[config.mk]
export PLATFORM = sky130hd
export DESIGN_NAME = rpac_post
export DESIGN_NICKNAME = d
export VERILOG_FILES = /design/src/hw/rtl/rotate_point_about_center_core_assert.svh /design/src/hw/rtl/rpac_pkg.sv /design/src/hw/rtl/rpac_post.sv
export SDC_FILE = /design/constraint.sdc
export NUM_CORES = 1
export LEC_CHECK = 0
export BUFFER_PORTS_ARGS = -buffer_cell sky130_fd_sc_hd__buf_2
export CORE_MARGIN = 8
export CORE_UTILIZATION = 30
export CTS_BUF_LIST = sky130_fd_sc_hd__clkbuf_16
export CTS_CLUSTER_SIZE = 20
export DETAILED_ROUTE_END_ITERATION = 8
export GPL_ROUTABILITY_DRIVEN = 0
export PLACE_DENSITY_LB_ADDON = 0.15
export SLEW_MARGIN = 40
export SYNTH_ARGS = -nofsm -noshare
export SYNTH_HDL_FRONTEND = slang
export SYNTH_SLANG_ARGS = --single-unit
[constraint.sdc]
create_clock -name clk_i -period 6.33 [get_ports clk_i]
set_input_delay 0.3165 -clock clk_i [delete_from_list [all_inputs] [get_ports clk_i]]
set_output_delay 0.3165 -clock clk_i [all_outputs]
set_load 0.005 [all_outputs]
[src/hw/rtl/rotate_point_about_center_core_assert.svh]
// Assertion helpers for the rotate-about-center pipeline.
// Each macro expects clk_i and rst_ni in the scope where it is used.
`ifndef ROTATE_POINT_ABOUT_CENTER_CORE_ASSERT_SVH
`define ROTATE_POINT_ABOUT_CENTER_CORE_ASSERT_SVH

// Same-cycle implication, checked outside reset.
`define RPAC_ASSERT_IMPL(lbl, ante, cons, msg) \
  lbl: assert property (@(posedge clk_i) disable iff (!rst_ni) (ante) |-> (cons)) \
    else $error(msg);

// Next-cycle implication, checked outside reset.
`define RPAC_ASSERT_NEXT(lbl, ante, cons, msg) \
  lbl: assert property (@(posedge clk_i) disable iff (!rst_ni) (ante) |=> (cons)) \
    else $error(msg);

`endif

[src/hw/rtl/rpac_pkg.sv]
package rpac_pkg;

  // CORDIC iteration count; the arctangent table has MAX_STAGES entries
  localparam int ITERATIONS  = 16;
  localparam int MAX_STAGES  = 24;
  localparam int NUM_STAGES  = (ITERATIONS < MAX_STAGES) ? ITERATIONS : MAX_STAGES;
  localparam int STAGE_IDX_W = 5;

  // coordinate and working widths
  localparam int COORD_W    = 24;
  localparam int DIFF_W     = COORD_W + 1;
  localparam int ANGLE_W    = 16;
  localparam int QTR_W      = ANGLE_W - 2;
  localparam int Z_SHIFT    = 32 - ANGLE_W;
  localparam int Z_W        = 34;
  localparam int ATAN_W     = 30;
  localparam int GAIN_W     = 31;
  localparam int PROD_W     = DIFF_W + GAIN_W;
  localparam int GAIN_SHIFT = 14;
  localparam int GUARD      = 16;
  localparam int WORK_W     = 44;
  localparam int RES_W      = WORK_W - GUARD;
  localparam int SUM_W      = RES_W + 1;

  localparam logic [ANGLE_W-1:0]       HALF_QTR   = ANGLE_W'(1 << (QTR_W - 1));
  localparam logic signed [GAIN_W-1:0] GAIN_Q30   = 31'sh26DD3B6A;
  localparam logic signed [PROD_W-1:0] ROUND_GAIN = PROD_W'(1) << (GAIN_SHIFT - 1);
  localparam logic signed [WORK_W-1:0] ROUND_OUT  = WORK_W'(1) << (GUARD - 1);

  localparam logic [COORD_W-1:0] COORD_MAX = {1'b0, {(COORD_W - 1){1'b1}}};
  localparam logic [COORD_W-1:0] COORD_MIN = {1'b1, {(COORD_W - 1){1'b0}}};

  // whole quarter turns applied ahead of the CORDIC
  typedef enum logic [1:0] {
    QUAD_0,
    QUAD_90,
    QUAD_180,
    QUAD_270
  } quad_e;

  typedef struct packed {
    logic signed [DIFF_W-1:0]  dx;
    logic signed [DIFF_W-1:0]  dy;
    quad_e                     quad;
    logic signed [Z_W-1:0]     z;
    logic signed [COORD_W-1:0] cx;
    logic signed [COORD_W-1:0] cy;
  } diff_t;

  typedef struct packed {
    logic signed [PROD_W-1:0]  px;
    logic signed [PROD_W-1:0]  py;
    logic signed [Z_W-1:0]     z;
    logic signed [COORD_W-1:0] cx;
    logic signed [COORD_W-1:0] cy;
  } prod_t;

  typedef struct packed {
    logic signed [WORK_W-1:0]  wx;
    logic signed [WORK_W-1:0]  wy;
    logic signed [Z_W-1:0]     z;
    logic signed [COORD_W-1:0] cx;
    logic signed [COORD_W-1:0] cy;
  } work_t;

  typedef struct packed {
    logic signed [RES_W-1:0]   rx;
    logic signed [RES_W-1:0]   ry;
    logic signed [COORD_W-1:0] cx;
    logic signed [COORD_W-1:0] cy;
  } res_t;

  // arctangent of 2^-i in units of 2^-32 turn
  function automatic logic [ATAN_W-1:0] atan_turn(input logic [STAGE_IDX_W-1:0] idx);
    logic [ATAN_W-1:0] val;
    case (idx)
      5'd0:    val = 30'h20000000;
      5'd1:    val = 30'h12E4051E;
      5'd2:    val = 30'h09FB385B;
      5'd3:    val = 30'h051111D4;
      5'd4:    val = 30'h028B0D43;
      5'd5:    val = 30'h0145D7E1;
      5'd6:    val = 30'h00A2F61E;
      5'd7:    val = 30'h00517C55;
      5'd8:    val = 30'h0028BE53;
      5'd9:    val = 30'h00145F2F;
      5'd10:   val = 30'h000A2F98;
      5'd11:   val = 30'h000517CC;
      5'd12:   val = 30'h00028BE6;
      5'd13:   val = 30'h000145F3;
      5'd14:   val = 30'h0000A2FA;
      5'd15:   val = 30'h0000517D;
      5'd16:   val = 30'h000028BE;
      5'd17:   val = 30'h0000145F;
      5'd18:   val = 30'h00000A30;
      5'd19:   val = 30'h00000518;
      5'd20:   val = 30'h0000028C;
      5'd21:   val = 30'h00000146;
      5'd22:   val = 30'h000000A3;
      5'd23:   val = 30'h00000051;
      default: val = '0;
    endcase
    return val;
  endfunction

endpackage

[src/hw/rtl/rpac_post.sv]
module rpac_post (
  input  logic                               clk_i,
  input  logic                               rst_ni,
  input  logic                               valid_i,
  output logic                               stall_o,
  input  rpac_pkg::work_t                    data_i,
  output logic                               valid_o,
  input  logic                               stall_i,
  output logic signed [rpac_pkg::COORD_W-1:0] x_out_o,
  output logic signed [rpac_pkg::COORD_W-1:0] y_out_o
);

  logic [1:0] v_q;
  logic [1:0] up_stall;

  rpac_pkg::res_t res_d, res_q;
  logic signed [rpac_pkg::WORK_W-1:0] rnd_x, rnd_y, shf_x, shf_y;
  logic signed [rpac_pkg::SUM_W-1:0]  sum_x, sum_y;
  logic [rpac_pkg::COORD_W-1:0]       x_d, y_d, x_q, y_q;

  function automatic logic [rpac_pkg::COORD_W-1:0] sat(
    input logic [rpac_pkg::SUM_W-1:0] v
  );
    logic [rpac_pkg::SUM_W-rpac_pkg::COORD_W:0] top;
    top = v[rpac_pkg::SUM_W-1:rpac_pkg::COORD_W-1];
    if ((&top) || !(|top)) begin
      return v[rpac_pkg::COORD_W-1:0];
    end
    return v[rpac_pkg::SUM_W-1] ? rpac_pkg::COORD_MIN : rpac_pkg::COORD_MAX;
  endfunction

  assign up_stall[1] = v_q[1] & stall_i;
  assign up_stall[0] = v_q[0] & up_stall[1];
  assign stall_o     = up_stall[0];

  // drop the guard bits with round-half-up
  always_comb begin
    rnd_x    = $signed(data_i.wx) + rpac_pkg::ROUND_OUT;
    rnd_y    = $signed(data_i.wy) + rpac_pkg::ROUND_OUT;
    shf_x    = rnd_x >>> rpac_pkg::GUARD;
    shf_y    = rnd_y >>> rpac_pkg::GUARD;
    res_d.rx = shf_x[rpac_pkg::RES_W-1:0];
    res_d.ry = shf_y[rpac_pkg::RES_W-1:0];
    res_d.cx = data_i.cx;
    res_d.cy = data_i.cy;
  end

  // add the center back and clamp to the coordinate range
  always_comb begin
    sum_x = rpac_pkg::SUM_W'($signed(res_q.cx)) + rpac_pkg::SUM_W'($signed(res_q.rx));
    sum_y = rpac_pkg::SUM_W'($signed(res_q.cy)) + rpac_pkg::SUM_W'($signed(res_q.ry));
    x_d   = sat(sum_x);
    y_d   = sat(sum_y);
  end

  always_ff @(posedge clk_i or negedge rst_ni) begin
    if (!rst_ni) begin
      v_q <= '0;
    end else begin
      if (!up_stall[0]) v_q[0] <= valid_i;
      if (!up_stall[1]) v_q[1] <= v_q[0];
    end
  end

  always_ff @(posedge clk_i) begin
    if (!up_stall[0]) res_q <= res_d;
    if (!up_stall[1]) begin
      x_q <= x_d;
      y_q <= y_d;
    end
  end

  assign valid_o = v_q[1];
  assign x_out_o = x_q;
  assign y_out_o = y_q;

endmodule

Word level (Yosys, flattened, before mapping)
Cells that the tools add are included.
{"block": "totals", "register_bits": 154, "in_bits": 174, "out_inout_bits": 50}
{"block": "op_classes", "add_sub_neg": 4, "mux": 8, "n_bitwise": 2, "n_reduce_logical": 8}
{"op": "two-way mux 24 bit", "n": 6}
{"op": "adder 44 x 17 -> 44 bit, second input constant", "n": 2}
{"op": "adder 24 x 28 -> 29 bit", "n": 2}
{"op": "AND reduction 6 bit", "n": 2}
{"op": "OR reduction 6 bit", "n": 2}
{"op": "AND 1 bit", "n": 2}
{"op": "zero test 1 bit", "n": 2}
{"op": "logical OR 1 bit", "n": 2}
{"op": "two-way mux 1 bit", "n": 2}

Logic depth before layout (Yosys ltp)
{"block": "depth", "word_depth": 6, "mapped_depth": 12, "mapped_depth_nobuf": 11}

Worst setup path after synthesis
OpenSTA, ideal clock, no wires.
{"block": "synth_timing", "kind": "register to register", "from": "register v_q[1]", "to": "register res_q[0] (netlist name) (enable)", "setup_time_ns": 1.233, "arrival_ns": 2.723, "required_ns": 5.097, "path_slack_ns": 2.374, "stages_incl_launch_ff": 2, "n_path_buf": 0, "path_cell_list": "dfrtp_1 -> nand3_1"}
{"block": "synth_between", "elab_chain_cells": 2}
{"item": "from (decl)", "line": "rpac_post.sv:13", "source": "logic [1:0] v_q;"}
{"item": "from (signal assigned)", "line": "rpac_post.sv:61", "source": "if (!up_stall[1]) v_q[1] <= v_q[0];"}
{"item": "AND 1 bit", "line": "rpac_post.sv:32", "source": "assign up_stall[1] = v_q[1] & stall_i;"}
{"item": "AND 1 bit", "line": "rpac_post.sv:33", "source": "assign up_stall[0] = v_q[0] & up_stall[1];"}
{"item": "to (signal assigned)", "line": "rpac_post.sv:66", "source": "if (!up_stall[0]) res_q <= res_d;"}
{"item": "to (decl)", "line": "rpac_post.sv:16", "source": "rpac_pkg::res_t res_d, res_q;"}
No other way between the ends.
A chain may end at the register's enable or synchronous reset.

Worst setup path in the final report
{"block": "layout_timing", "from": "register res_q[48] (netlist name)", "to": "register y_q (netlist bit y_out_o[4]) (data pin)"}
{"block": "layout_between", "elab_chain_cells": 6, "word_cells_on_any_way": 9}
{"item": "adder 24 x 28 -> 29 bit (*)", "line": "rpac_post.sv:51", "source": "sum_y = rpac_pkg::SUM_W'($signed(res_q.cy)) + rpac_pkg::SUM_W'($signed(res_q.ry));"}
{"item": "OR reduction 6 bit", "line": "rpac_post.sv:26", "source": "if ((&top) || !(|top)) begin"}
{"item": "zero test 1 bit", "line": "rpac_post.sv:26"}
{"item": "logical OR 1 bit", "line": "rpac_post.sv:26"}
{"item": "two-way mux 1 bit", "line": "rpac_post.sv:26"}
{"item": "two-way mux 24 bit (*)", "line": "rpac_post.sv:29", "source": "return v[rpac_pkg::SUM_W-1] ? rpac_pkg::COORD_MIN : rpac_pkg::COORD_MAX;"}
{"item": "net y_d, one bit", "line": "rpac_post.sv:19", "source": "logic [rpac_pkg::COORD_W-1:0] x_d, y_d, x_q, y_q;"}
{"item": "to (signal assigned)", "line": "rpac_post.sv:69", "source": "y_q <= y_d;"}
{"item": "to (decl)", "line": "rpac_post.sv:19"}
Mark *: on every way through the listed nets, which the timed path passes. The rest lies on a longest branch. The select of a mux whose other input is x is not followed.

==> flow_metrics.tcl <==
set metrics [dict create \
    yosysWarnings 0 \
    clk_pin_slew_worst_paths_ps 70 \
    via_count 6394 \
    grt_pass1_vias 6710 \
    hold_path_depth 1 \
    seq_area_frac_synth_pct 51.44 \
    p_leak_nw 4.260 \
    rsz0062_at_grt "no" \
    status "finished clean" \
    ios 224 \
    worst_slew_pin_slew_ps 768.2 \
    maxCapViolations 0 \
    finalCritPeriodShare_pct 58.61 \
    pwr-share-seq_pct 41.1 \
    r2r_slack_ps 2620 \
    antenna_found_initial 0 \
    drtPass1Iterations 4 \
    worstSetupPathType "flip-flop to flip-flop" \
    nets 1177 \
    grt_max_degree 56 \
    pwr-share-comb_pct 25.1 \
    worstHoldStart "data_i[20]" \
    setup_violations 0 \
    cp.arrival_ps 3880 \
    timing.fmax_ghz 0.2695 \
    fp.dieH_um 188.9 \
    drc 0 \
    post_route_cells_drive_above_1_share_pct 21.88 \
    mostFrequentLayoutCells "159 x buf_2, 152 x edfxtp_1, 65 x nand2_1" \
    ctsHtreeMaxLevel 4 \
    end_kind "flip-flop" \
    place_area_sq_um 10170 \
    grt_pass1_wl_um 34030 \
    cts_root_buf "clkbuf_16" \
    wl_per_cell_um 15.76 \
    p_int_mw 2.323 \
    slowest_delay_ps 640 \
    slowest_stage "o41a_2" \
    worst_r2r_path_depth 11 \
    slew_headroom_pct 48.79 \
    switchingPower_uw 918.4 \
    coreArea_sq_um 29560 \
    ys_ff_latch 154 \
    grt-ovfl-total 0 \
    numClockSinks 154 \
    critPathRequiredTime_ps 6500 \
    power.density_nw_per_um2 299.7 \
    syn-cell-area_sq_um 8970 \
    slew_violations 0 \
    final_common_cell "buf_2" \
    fin_crit_ps 3710 \
    cts_setup_buffers 0 \
    worst_hold_path_type "input pin to flip-flop" \
    r2r-start "res_q[48]" \
    timing.rr.end "y_out_o[4]" \
    synthArstFlopShare_pct 1.299 \
    drt_iter0_markers 304 \
    synth-edff-count 152 \
    cts_buffers 17 \
    syn_nets 1018 \
    fin_area_sq_um 10810 \
    portBuffers 159 \
    synth_cell_types 68 \
    finalClockSkew_ps 13.79 \
    post-dp-hpwl_um 16860 \
    clock_path_buffers 2 \
    clockPowerShare_pct 33.8 \
    wirelength_um 21200 \
    syn_inst 784 \
    diodes 0 \
    ant_nets 0 \
    start_util_pct 30.34 \
    vias_per_cell 4.754 \
    rows 63 \
    cp_max_fo 23 \
    dieArea_sq_um 35690 \
    setup_tns_ps 0 \
    track_usage_pct 11.97 \
    clk_latency_ps 430 \
    hold_end "res_q[20]" \
    synth.avg_cell_area_sq_um 11.44 \
    die_w_um 188.9 \
    path_cells "ha_1 -> fa_1 -> a21oi_1 -> o22ai_2 -> o2111ai_1 -> nand3_1 -> a31oi_1 -> o21ai_0 -> xor2_1 -> o41a_2 -> a21o_1" \
    cts_tree "yes" \
    hold_viol 0 \
    finalPower_mw 3.241 \
    syn_to_final_growth_pct 20.56 \
    cp-start-kind "flip-flop" \
    ys.flop_type "edfxtp_1" \
    irDropWorstVdd_mv 0.1767 \
    switching_share_pct 28.34 \
]
cells in the mapped netlist, types with 3 or more instances:
cell      number  area, sq um
o21ai_0       31        155.2
nand4_1       18        112.6
nand2_1       66        247.7
nor2b_1        6        37.54
nor4_1         3        18.77
o211ai_1       4        30.03
nor3_1         5        25.02
nor2_1        39        146.4
a21o_1        37        277.8
buf_2         13        65.06
a211o_1        5        43.79
nand2b_1       5        31.28
nand3_1       34        170.2
a31oi_1        7        43.79
a21oi_2        3        26.28
xnor2_1       63        551.8
ha_1          58        725.7
edfxtp_1     152         4564
clkbuf_1       6        22.52
o21bai_1       4        30.03
o21ai_1       23        115.1
and3_1        15        93.84
o21a_1         7        52.55
and2_1         8        50.05
and4_1         7        61.31
inv_1         15        56.30
xor2_1        40        350.3
a21oi_1       54        270.3
power groups by stage:
stage,combinational [mW],sequential (mW),clock (mW)
after floorplan,0.558,1.36,0
after global placement,0.823,1.36,0
after detailed placement,0.822,1.36,0
after CTS,0.828,1.34,1.14
after global routing,0.914,1.35,1.17
final,0.815,1.33,1.09
repair_timing:
action                    CTS  global route
hold endpoints to repair    2             0
resized for setup           0             0
hold buffers                1             0
registers in the layout, indices dropped and copies added (netlist names):
signal and cells:
y_out_o 24, res_q 104, x_out_o 24, v_q 2
cell type report:
type	instances	area, sq um
fillers	3019	18750
flip-flops and latches	154	4614
multi-input cells	592	4195
repair buffers	163	828.3
well taps	390	488.0
clock buffers	17	425.4
clock inverters	14	206.4
inverters	15	56.30
worst max path at each step:
stage	startpoint	to	slack, ps	depth (start not counted)
floorplan	v_q[1]	res_q[0]	2370	1
global placement	res_q[48]	y_out_o[0]	2550	11
detailed placement	res_q[48]	y_out_o[0]	2630	11
CTS	res_q[48]	y_out_o[15]	2610	11
global route	res_q[48]	y_out_o[0]	2430	11
finish	res_q[48]	y_out_o[4]	2620	11
worst max-delay path, delay by kind of cell (launching register included):
| family | cells | cell delay [ps] |
|---|---|---|
| adder cells (fa/ha/maj) | 2 | 660 |
| AND/OR/NAND/NOR | 1 | 120 |
| AO/OA/AOI/OAI | 7 | 2070 |
| flip-flops | 1 | 420 |
| XOR/XNOR | 1 | 170 |
stage by stage:
stage	util, %	std cells	setup slack (ps)	hold WS [ps]
after global routing	36.58	1345	2425	25.86
after detailed placement	34.41	1313	2635	105.7
final	36.58	1345	2620	61.20
after CTS	36.58	1345	2612	28.99
after floorplan	-	784	2374	20.91
after global placement	34.39	1313	2553	102.5
kinds of logic (layout without fill, tap and decap cells):
kind of cell	Yosys count	count (layout)	share of synthesized area [%]
buf+inv	38	209	2.022
compound gates	211	211	15.68
mux	3	3	0.3487
simple gates	215	215	11.91
fa+ha+maj	60	60	8.537
flops	154	154	51.44
xor+xnor	103	103	10.06
per-layer routing:
layer | wire, um | part of all wire (%) | global-route usage (%) | vias up
li1 | - | - | - | 3279
met1 | 8952 | 42 | 13.08 | 2956
met2 | 11110 | 52 | 22.01 | 140
met3 | 770 | 3.6 | 2.925 | 19
met4 | 360 | 1.7 | 4.510 | 0
met5 | 0 | 0 | 0 | -
Power figures use the tool's default switching activity.
