## src/hw/rtl/rotate_point_about_center_core_assert.svh

```systemverilog
// Assertion helpers for the rotate-about-center pipeline.
// Each macro expects clk_i and rst_ni in the scope where it is used.
`ifndef ROTATE_POINT_ABOUT_CENTER_CORE_ASSERT_SVH
`define ROTATE_POINT_ABOUT_CENTER_CORE_ASSERT_SVH

// Same-cycle implication, checked outside reset.
`define RPAC_ASSERT_IMPL(lbl, ante, cons, msg) \
  lbl: assert property (@(posedge clk_i) disable iff (!rst_ni) (ante) |-> (cons)) \
    else $error(msg);

// Next-cycle implication, checked outside reset.
`define RPAC_ASSERT_NEXT(lbl, ante, cons, msg) \
  lbl: assert property (@(posedge clk_i) disable iff (!rst_ni) (ante) |=> (cons)) \
    else $error(msg);

`endif

```

## src/hw/rtl/rpac_pkg.sv

```systemverilog
package rpac_pkg;

  // CORDIC iteration count; the arctangent table has MAX_STAGES entries
  localparam int ITERATIONS  = 16;
  localparam int MAX_STAGES  = 24;
  localparam int NUM_STAGES  = (ITERATIONS < MAX_STAGES) ? ITERATIONS : MAX_STAGES;
  localparam int STAGE_IDX_W = 5;

  // coordinate and working widths
  localparam int COORD_W    = 24;
  localparam int DIFF_W     = COORD_W + 1;
  localparam int ANGLE_W    = 16;
  localparam int QTR_W      = ANGLE_W - 2;
  localparam int Z_SHIFT    = 32 - ANGLE_W;
  localparam int Z_W        = 34;
  localparam int ATAN_W     = 30;
  localparam int GAIN_W     = 31;
  localparam int PROD_W     = DIFF_W + GAIN_W;
  localparam int GAIN_SHIFT = 14;
  localparam int GUARD      = 16;
  localparam int WORK_W     = 44;
  localparam int RES_W      = WORK_W - GUARD;
  localparam int SUM_W      = RES_W + 1;

  localparam logic [ANGLE_W-1:0]       HALF_QTR   = ANGLE_W'(1 << (QTR_W - 1));
  localparam logic signed [GAIN_W-1:0] GAIN_Q30   = 31'sh26DD3B6A;
  localparam logic signed [PROD_W-1:0] ROUND_GAIN = PROD_W'(1) << (GAIN_SHIFT - 1);
  localparam logic signed [WORK_W-1:0] ROUND_OUT  = WORK_W'(1) << (GUARD - 1);

  localparam logic [COORD_W-1:0] COORD_MAX = {1'b0, {(COORD_W - 1){1'b1}}};
  localparam logic [COORD_W-1:0] COORD_MIN = {1'b1, {(COORD_W - 1){1'b0}}};

  // whole quarter turns applied ahead of the CORDIC
  typedef enum logic [1:0] {
    QUAD_0,
    QUAD_90,
    QUAD_180,
    QUAD_270
  } quad_e;

  typedef struct packed {
    logic signed [DIFF_W-1:0]  dx;
    logic signed [DIFF_W-1:0]  dy;
    quad_e                     quad;
    logic signed [Z_W-1:0]     z;
    logic signed [COORD_W-1:0] cx;
    logic signed [COORD_W-1:0] cy;
  } diff_t;

  typedef struct packed {
    logic signed [PROD_W-1:0]  px;
    logic signed [PROD_W-1:0]  py;
    logic signed [Z_W-1:0]     z;
    logic signed [COORD_W-1:0] cx;
    logic signed [COORD_W-1:0] cy;
  } prod_t;

  typedef struct packed {
    logic signed [WORK_W-1:0]  wx;
    logic signed [WORK_W-1:0]  wy;
    logic signed [Z_W-1:0]     z;
    logic signed [COORD_W-1:0] cx;
    logic signed [COORD_W-1:0] cy;
  } work_t;

  typedef struct packed {
    logic signed [RES_W-1:0]   rx;
    logic signed [RES_W-1:0]   ry;
    logic signed [COORD_W-1:0] cx;
    logic signed [COORD_W-1:0] cy;
  } res_t;

  // arctangent of 2^-i in units of 2^-32 turn
  function automatic logic [ATAN_W-1:0] atan_turn(input logic [STAGE_IDX_W-1:0] idx);
    logic [ATAN_W-1:0] val;
    case (idx)
      5'd0:    val = 30'h20000000;
      5'd1:    val = 30'h12E4051E;
      5'd2:    val = 30'h09FB385B;
      5'd3:    val = 30'h051111D4;
      5'd4:    val = 30'h028B0D43;
      5'd5:    val = 30'h0145D7E1;
      5'd6:    val = 30'h00A2F61E;
      5'd7:    val = 30'h00517C55;
      5'd8:    val = 30'h0028BE53;
      5'd9:    val = 30'h00145F2F;
      5'd10:   val = 30'h000A2F98;
      5'd11:   val = 30'h000517CC;
      5'd12:   val = 30'h00028BE6;
      5'd13:   val = 30'h000145F3;
      5'd14:   val = 30'h0000A2FA;
      5'd15:   val = 30'h0000517D;
      5'd16:   val = 30'h000028BE;
      5'd17:   val = 30'h0000145F;
      5'd18:   val = 30'h00000A30;
      5'd19:   val = 30'h00000518;
      5'd20:   val = 30'h0000028C;
      5'd21:   val = 30'h00000146;
      5'd22:   val = 30'h000000A3;
      5'd23:   val = 30'h00000051;
      default: val = '0;
    endcase
    return val;
  endfunction

endpackage

```

## src/hw/rtl/rpac_prep.sv

```systemverilog
`include "rotate_point_about_center_core_assert.svh"

module rpac_prep (
  input  logic                               clk_i,
  input  logic                               rst_ni,
  input  logic                               valid_i,
  output logic                               stall_o,
  input  logic signed [rpac_pkg::COORD_W-1:0] x_in_i,
  input  logic signed [rpac_pkg::COORD_W-1:0] y_in_i,
  input  logic [rpac_pkg::ANGLE_W-1:0]        angle_i,
  input  logic signed [rpac_pkg::COORD_W-1:0] center_x_i,
  input  logic signed [rpac_pkg::COORD_W-1:0] center_y_i,
  output logic                               valid_o,
  input  logic                               stall_i,
  output rpac_pkg::work_t                    data_o
);

  logic [3:0] v_q;
  logic [3:0] up_stall;

  rpac_pkg::diff_t s1_d, s1_q;
  rpac_pkg::diff_t s2_d, s2_q;
  rpac_pkg::prod_t s3_d, s3_q;
  rpac_pkg::work_t s4_d, s4_q;

  logic [rpac_pkg::ANGLE_W-1:0]      ang_sum;
  logic signed [rpac_pkg::QTR_W-1:0] resid;
  logic signed [rpac_pkg::PROD_W-1:0] rnd_x, rnd_y;
  logic signed [rpac_pkg::PROD_W-1:0] shf_x, shf_y;

  // a stage holds when it is full and the one after it holds
  assign up_stall[3] = v_q[3] & stall_i;
  assign up_stall[2] = v_q[2] & up_stall[3];
  assign up_stall[1] = v_q[1] & up_stall[2];
  assign up_stall[0] = v_q[0] & up_stall[1];
  assign stall_o     = up_stall[0];

  // stage 1: difference vector, quadrant and residual angle
  always_comb begin
    ang_sum    = angle_i + rpac_pkg::HALF_QTR;
    resid      = {~ang_sum[rpac_pkg::QTR_W-1], ang_sum[rpac_pkg::QTR_W-2:0]};
    s1_d.dx    = rpac_pkg::DIFF_W'(x_in_i) - rpac_pkg::DIFF_W'(center_x_i);
    s1_d.dy    = rpac_pkg::DIFF_W'(y_in_i) - rpac_pkg::DIFF_W'(center_y_i);
    s1_d.quad  = rpac_pkg::quad_e'(ang_sum[rpac_pkg::ANGLE_W-1:rpac_pkg::QTR_W]);
    s1_d.z     = rpac_pkg::Z_W'($signed({resid, {rpac_pkg::Z_SHIFT{1'b0}}}));
    s1_d.cx    = center_x_i;
    s1_d.cy    = center_y_i;
  end

  // stage 2: apply whole quarter turns exactly
  always_comb begin
    s2_d = s1_q;
    case (s1_q.quad)
      rpac_pkg::QUAD_90: begin
        s2_d.dx = -s1_q.dy;
        s2_d.dy = s1_q.dx;
      end
      rpac_pkg::QUAD_180: begin
        s2_d.dx = -s1_q.dx;
        s2_d.dy = -s1_q.dy;
      end
      rpac_pkg::QUAD_270: begin
        s2_d.dx = s1_q.dy;
        s2_d.dy = -s1_q.dx;
      end
      default: begin
      end
    endcase
  end

  // stage 3: gain compensation product
  always_comb begin
    s3_d.px = rpac_pkg::PROD_W'($signed(s2_q.dx)) * rpac_pkg::PROD_W'(rpac_pkg::GAIN_Q30);
    s3_d.py = rpac_pkg::PROD_W'($signed(s2_q.dy)) * rpac_pkg::PROD_W'(rpac_pkg::GAIN_Q30);
    s3_d.z  = s2_q.z;
    s3_d.cx = s2_q.cx;
    s3_d.cy = s2_q.cy;
  end

  // stage 4: round half up to the working format
  always_comb begin
    rnd_x   = $signed(s3_q.px) + rpac_pkg::ROUND_GAIN;
    rnd_y   = $signed(s3_q.py) + rpac_pkg::ROUND_GAIN;
    shf_x   = rnd_x >>> rpac_pkg::GAIN_SHIFT;
    shf_y   = rnd_y >>> rpac_pkg::GAIN_SHIFT;
    s4_d.wx = shf_x[rpac_pkg::WORK_W-1:0];
    s4_d.wy = shf_y[rpac_pkg::WORK_W-1:0];
    s4_d.z  = s3_q.z;
    s4_d.cx = s3_q.cx;
    s4_d.cy = s3_q.cy;
  end

  always_ff @(posedge clk_i or negedge rst_ni) begin
    if (!rst_ni) begin
      v_q <= '0;
    end else begin
      if (!up_stall[0]) v_q[0] <= valid_i;
      if (!up_stall[1]) v_q[1] <= v_q[0];
      if (!up_stall[2]) v_q[2] <= v_q[1];
      if (!up_stall[3]) v_q[3] <= v_q[2];
    end
  end

  always_ff @(posedge clk_i) begin
    if (!up_stall[0]) s1_q <= s1_d;
    if (!up_stall[1]) s2_q <= s2_d;
    if (!up_stall[2]) s3_q <= s3_d;
    if (!up_stall[3]) s4_q <= s4_d;
  end

  assign valid_o = v_q[3];
  assign data_o  = s4_q;

  `RPAC_ASSERT_NEXT(a_accept_loads, valid_i && !stall_o, v_q[0], "accepted item not captured")

endmodule

```

## config.mk

```make
export PLATFORM = sky130hd
export DESIGN_NAME = rpac_prep
export DESIGN_NICKNAME = d
export VERILOG_FILES = /design/src/hw/rtl/rpac_pkg.sv /design/src/hw/rtl/rpac_prep.sv
export VERILOG_INCLUDE_DIRS = /design/src /design/src/hw/rtl
export SDC_FILE = /design/constraint.sdc
export NUM_CORES = 2
export LEC_CHECK = 0
export CAP_MARGIN = 20
export CORE_AREA = 8 8 357 359
export DETAILED_ROUTE_END_ITERATION = 12
export DIE_AREA = 0 0 365 367
export DONT_BUFFER_PORTS = 1
export GPL_TIMING_DRIVEN = 0
export PLACE_DENSITY = 0.64
export SYNTH_ARGS = -nofsm -noshare
export SYNTH_HDL_FRONTEND = slang
export SYNTH_SLANG_ARGS = --single-unit
```

## constraint.sdc

```tcl
create_clock -name clk_i -period 10.48 [get_ports clk_i]
set_clock_uncertainty 0.05 [all_clocks]
set_input_delay 1.048 -clock clk_i [delete_from_list [all_inputs] [get_ports clk_i]]
set_output_delay 1.048 -clock clk_i [all_outputs]
set_load 0.02 [all_outputs]
```

* Word level (Yosys, flattened, before mapping)
Index checks and enable logic that the tools add are counted.
** Word-level totals
- Flip-flop bits (word level) :: 548
- Input bits :: 116
- Output and inout port bits :: 172
- Logic and storage cells :: 43
** Operators by class
- Add/subtract/negate cells :: 7
- $mul :: 2
- Eq/ne operators :: 3
- Muxes and demuxes :: 1
- Bitwise gates (word level) :: 5
** Operators with widths (count)
- 50-bit case mux with 3 select lines :: 1
- 56-bit by 15-bit adder with 56-bit output (second input constant) :: 2
- 25-bit by 30-bit multiplier with 55-bit output (second input constant) :: 2
- 25-bit negator :: 2
- 24-bit by 24-bit subtractor with 25-bit output :: 2
- 16-bit by 14-bit adder with 16-bit output (second input constant) :: 1
- 1-bit bitwise AND :: 4
- 2-bit equality test (second input constant) :: 2
- 2-bit by 1-bit equality test with 1-bit output (second input constant) :: 1
- 1-bit inverter :: 1

* Longest topological paths before layout
- Depth after elaboration :: 4
- Mapped depth :: 24
- Gate-level depth less buffers :: 23

* Worst setup path before layout
Ideal clock, no wire load.
- Path type :: reg-to-reg
- From :: register s2_q[89] (netlist name)
- To :: register s3_q[131] (netlist name) (data pin)
- Library setup time :: 266 ps
- Arrival :: 6131 ps
- Setup slack :: 4033 ps
- Stages on the path, launching flop included :: 24
- Buffers on the path :: 1
- Clock period less this slack :: 6447 ps
- Cells stage by stage :: edfxtp_1 -> inv_1 -> ha_1 -> inv_1 -> fa_1 -> inv_1 -> fa_1 -> inv_1 -> fa_1 -> fa_1 -> inv_1 -> fa_1 -> inv_1 -> fa_1 -> ha_1 -> clkbuf_1 -> a21oi_1 -> o21ai_0 -> or3_1 -> o211ai_1 -> nand2_1 -> o21a_1 -> o41ai_1 -> xnor2_1
** RTL lines
- start: declaration :: line rpac_prep.sv:22 : rpac_pkg::diff_t s2_d, s2_q;
- start signal: assignment :: line rpac_prep.sv:106 : if (!up_stall[1]) s2_q <= s2_d;
- end signal: assignment :: line rpac_prep.sv:107 : if (!up_stall[2]) s3_q <= s3_d;
- end: declaration :: line rpac_prep.sv:23 : rpac_pkg::prod_t s3_d, s3_q;

==> flow_metrics.tcl <==
set metrics [dict create \
    run_status "complete, no violations" \
    synth.ff_latch_count 524 \
    ctsRootBufferMaster "sky130_fd_sc_hd__clkbuf_16" \
    number_of_global_route_vias_before_repair 31974 \
    yosysTopAreaCellShare 0.3228 \
    post-cts-setup-buffer-count 0 \
    critical_path.startpoint_type "flop" \
    final_max_slew_viol_count 0 \
    clk_latency_ps 680 \
    timing.hold.worst_path_depth 0 \
    synthMostInstantiatedCell "sky130_fd_sc_hd__inv_1" \
    layout.nets 5575 \
    yosys_warnings 0 \
    boundaryPins 288 \
    hold_viol_final 0 \
    tritoncts_clock_tree "done" \
    crit_arrival_ps 8130 \
    drt_drc_violations_left 0 \
    floorplan.die_area_um2 134000 \
    timing.reg2reg.worst_path_depth 19 \
    synth_edf_count 520 \
    max_cap_viols 0 \
    initial_core_util 0.3985 \
    cpPeakStageDelay_ps 700 \
    cts-buffers-inserted 59 \
    die_height_um 367 \
    detail_route.wirelength_um 121500 \
    post_synth.cell_area_avg_um2 11.53 \
    share_of_the_cycle_needed_by_the_critical_path_after_routing 0.7427 \
    maxSlewHeadroom 0.3079 \
    postSynth.asyncResetShare 0.007634 \
    final-setup-viol-count 0 \
    wire_per_inst_um 20.40 \
    grt-busiest-layer "met2" \
    post_route_cells_drive_above_1_share 0.04457 \
    clkSinkCount 524 \
    overflow_left_after_global_routing 0 \
    synth_cell_types 72 \
    gr-usage-met1 0.2357 \
    gpl.final_weighted_congestion 0.9557 \
    flow.area_growth_from_synthesis_pct 9.076 \
    timing.critical_path.depth 19 \
    min_path_type "reg2reg" \
    core_um2 121400 \
    yosys-top-cells-area "sky130_fd_sc_hd__edfxtp_1, sky130_fd_sc_hd__fa_1, sky130_fd_sc_hd__ha_1" \
    drt-initial-drc-count 1882 \
    kind_of_cell_adding_the_most_delay_to_the_critical_path "adder cells" \
    met3_usage 0.05601 \
    grt_pass1_wl_um 188200 \
    synth_top_cell_by_area "sky130_fd_sc_hd__edfxtp_1" \
    placement_rows 128 \
    grt_setup_unrepaired "false" \
    synth_area_um2 48370 \
    yosys_most_used_dff "sky130_fd_sc_hd__edfxtp_1" \
    totalNegativeSetupSlack_ps 0 \
    cpMaxStageDelayCell "sky130_fd_sc_hd__edfxtp_1" \
    worstPathRequired_ps 10820 \
    clockBufferDepth 3 \
    cts_max_level 2 \
    drt-vias-per-instance 5.023 \
    vias_post_dr 29917 \
    cpMostUsedCell "sky130_fd_sc_hd__fa_1" \
    critical_path_peak_fanout 8 \
    synth.cells.most_frequent "sky130_fd_sc_hd__inv_1, sky130_fd_sc_hd__fa_1, sky130_fd_sc_hd__ha_1" \
    end_kind "flop" \
    highest_achievable_clock_rate_mhz 128.5 \
    crit_chain "ha_1 -> inv_1 -> fa_1 -> inv_1 -> fa_1 -> inv_1 -> fa_1 -> fa_1 -> fa_1 -> inv_1 -> fa_1 -> ha_1 -> nand4_1 -> a2111oi_0 -> o21ai_0 -> a21oi_1 -> a41oi_1 -> o41ai_1 -> xor2_1" \
    drt.antenna.violating_nets 0 \
    post_synthesis_instance_total 4196 \
    dp.final_hpwl_um 102100 \
    period_needed_ps 7784 \
    global_route.usage.total 0.1821 \
    number_of_antenna_violations_at_the_first_check_in_global_routing 3 \
    synth_sequential_area_ratio 0.3249 \
    drt_pass1_iterations 6 \
    grt_util_met2 0.2966 \
    timing_worst_setup_path_type "reg2reg" \
    port_buffer_count 0 \
    timing_worst_slew_pin_value_ps 1029 \
    dieWidth_um 365 \
    critical_path.n_buffers_inverters 4 \
    clk_pin_slew_ps 60 \
    grt_start_max_net_pins 85 \
]
-- layout make-up --
class	count	area, µm²
clock inverter	46	579.3
inverter	976	3669
buffer	80	397.9
clock buffer	65	1499
tap	1625	2033
antenna	1	2.502
multi-input combinational	2631	28680
fill	11484	68630
sequential	524	15720
timing repair buffer	8	187.7
-- registers in the layout (all words and copies together) (netlist names) --
signal and flops:
data_o 146, s1_q 114, s2_q 112, s3_q 148
v_q 4
-- logic make-up (layout without fill, tap and decap cells) --
family,after synthesis,in the layout,synth area share
other cells,1,17,0.00007752
fa+ha+maj,1179,1179,0.4015
simple gates,633,633,0.06456
mux,47,47,0.01586
flops,524,524,0.3249
buf+inv,1056,1175,0.08396
compound gates,542,542,0.07043
xor+xnor,214,214,0.03875
-- placed cells by master, fill, tap and decap left out, types with 18 or more instances in the layout --
cell type and n:
sky130_fd_sc_hd__nor2b_1 18, sky130_fd_sc_hd__clkbuf_1 57, sky130_fd_sc_hd__xnor2_1 141, sky130_fd_sc_hd__clkbuf_16 59
sky130_fd_sc_hd__ha_1 557, sky130_fd_sc_hd__mux4_2 23, sky130_fd_sc_hd__nor2_1 150, sky130_fd_sc_hd__nand2_1 160
sky130_fd_sc_hd__nor3_1 39, sky130_fd_sc_hd__edfxtp_1 520, sky130_fd_sc_hd__inv_1 974, sky130_fd_sc_hd__a211oi_1 27
sky130_fd_sc_hd__a21o_1 67, sky130_fd_sc_hd__nand4_1 38, sky130_fd_sc_hd__a21oi_1 193, sky130_fd_sc_hd__o21bai_1 26
sky130_fd_sc_hd__and3_1 35, sky130_fd_sc_hd__xor2_1 73, sky130_fd_sc_hd__or3_1 20, sky130_fd_sc_hd__o21ai_0 104
sky130_fd_sc_hd__nand2b_1 22, sky130_fd_sc_hd__buf_4 24, sky130_fd_sc_hd__fa_1 622, sky130_fd_sc_hd__nand3_1 72
sky130_fd_sc_hd__o21a_1 26
-- per-layer routing --
metal / share of wire / wire (µm)
met3: 0.089 / 10870
met4: 0.028 / 3382
met2: 0.46 / 56190
met5: 0 / 0
met1: 0.42 / 51090
-- path summary, 6_finish.rpt --
check,from,end,slack (ps)
max reg2reg,s2_q[117],s3_q[192],2700
max,s2_q[117],s3_q[192],2700
max in group asynchronous,rst_ni,v_q[1],9620
min,s2_q[64],s3_q[64],360
min reg2reg,s2_q[64],s3_q[64],360
min in group asynchronous,rst_ni,v_q[2],580
-- timing repair --
action / CTS / global route
hold buffers: 1 / 0
resized for setup: 0 / 0
hold endpoints to repair: 4 / 0
-- metrics by stage --
stage	utilization	std cells	setup slack, ps	area, µm²	hold WS [ps]
3_5_place_dp	0.4174	5843	2741	50670	354.5
3_3_place_gp	0.4157	5836	2662	50460	350.5
5_1_grt	0.4346	5955	2231	52760	357.3
4_1_cts	0.4346	5955	2727	52760	350.0
6_report	0.4346	5956	2696	52760	363.5
2_1_floorplan	-	4211	4033	48430	350.3
Power is not shown: default switching activity piles up to over one toggle a cycle in this logic, so the estimate is an artifact.
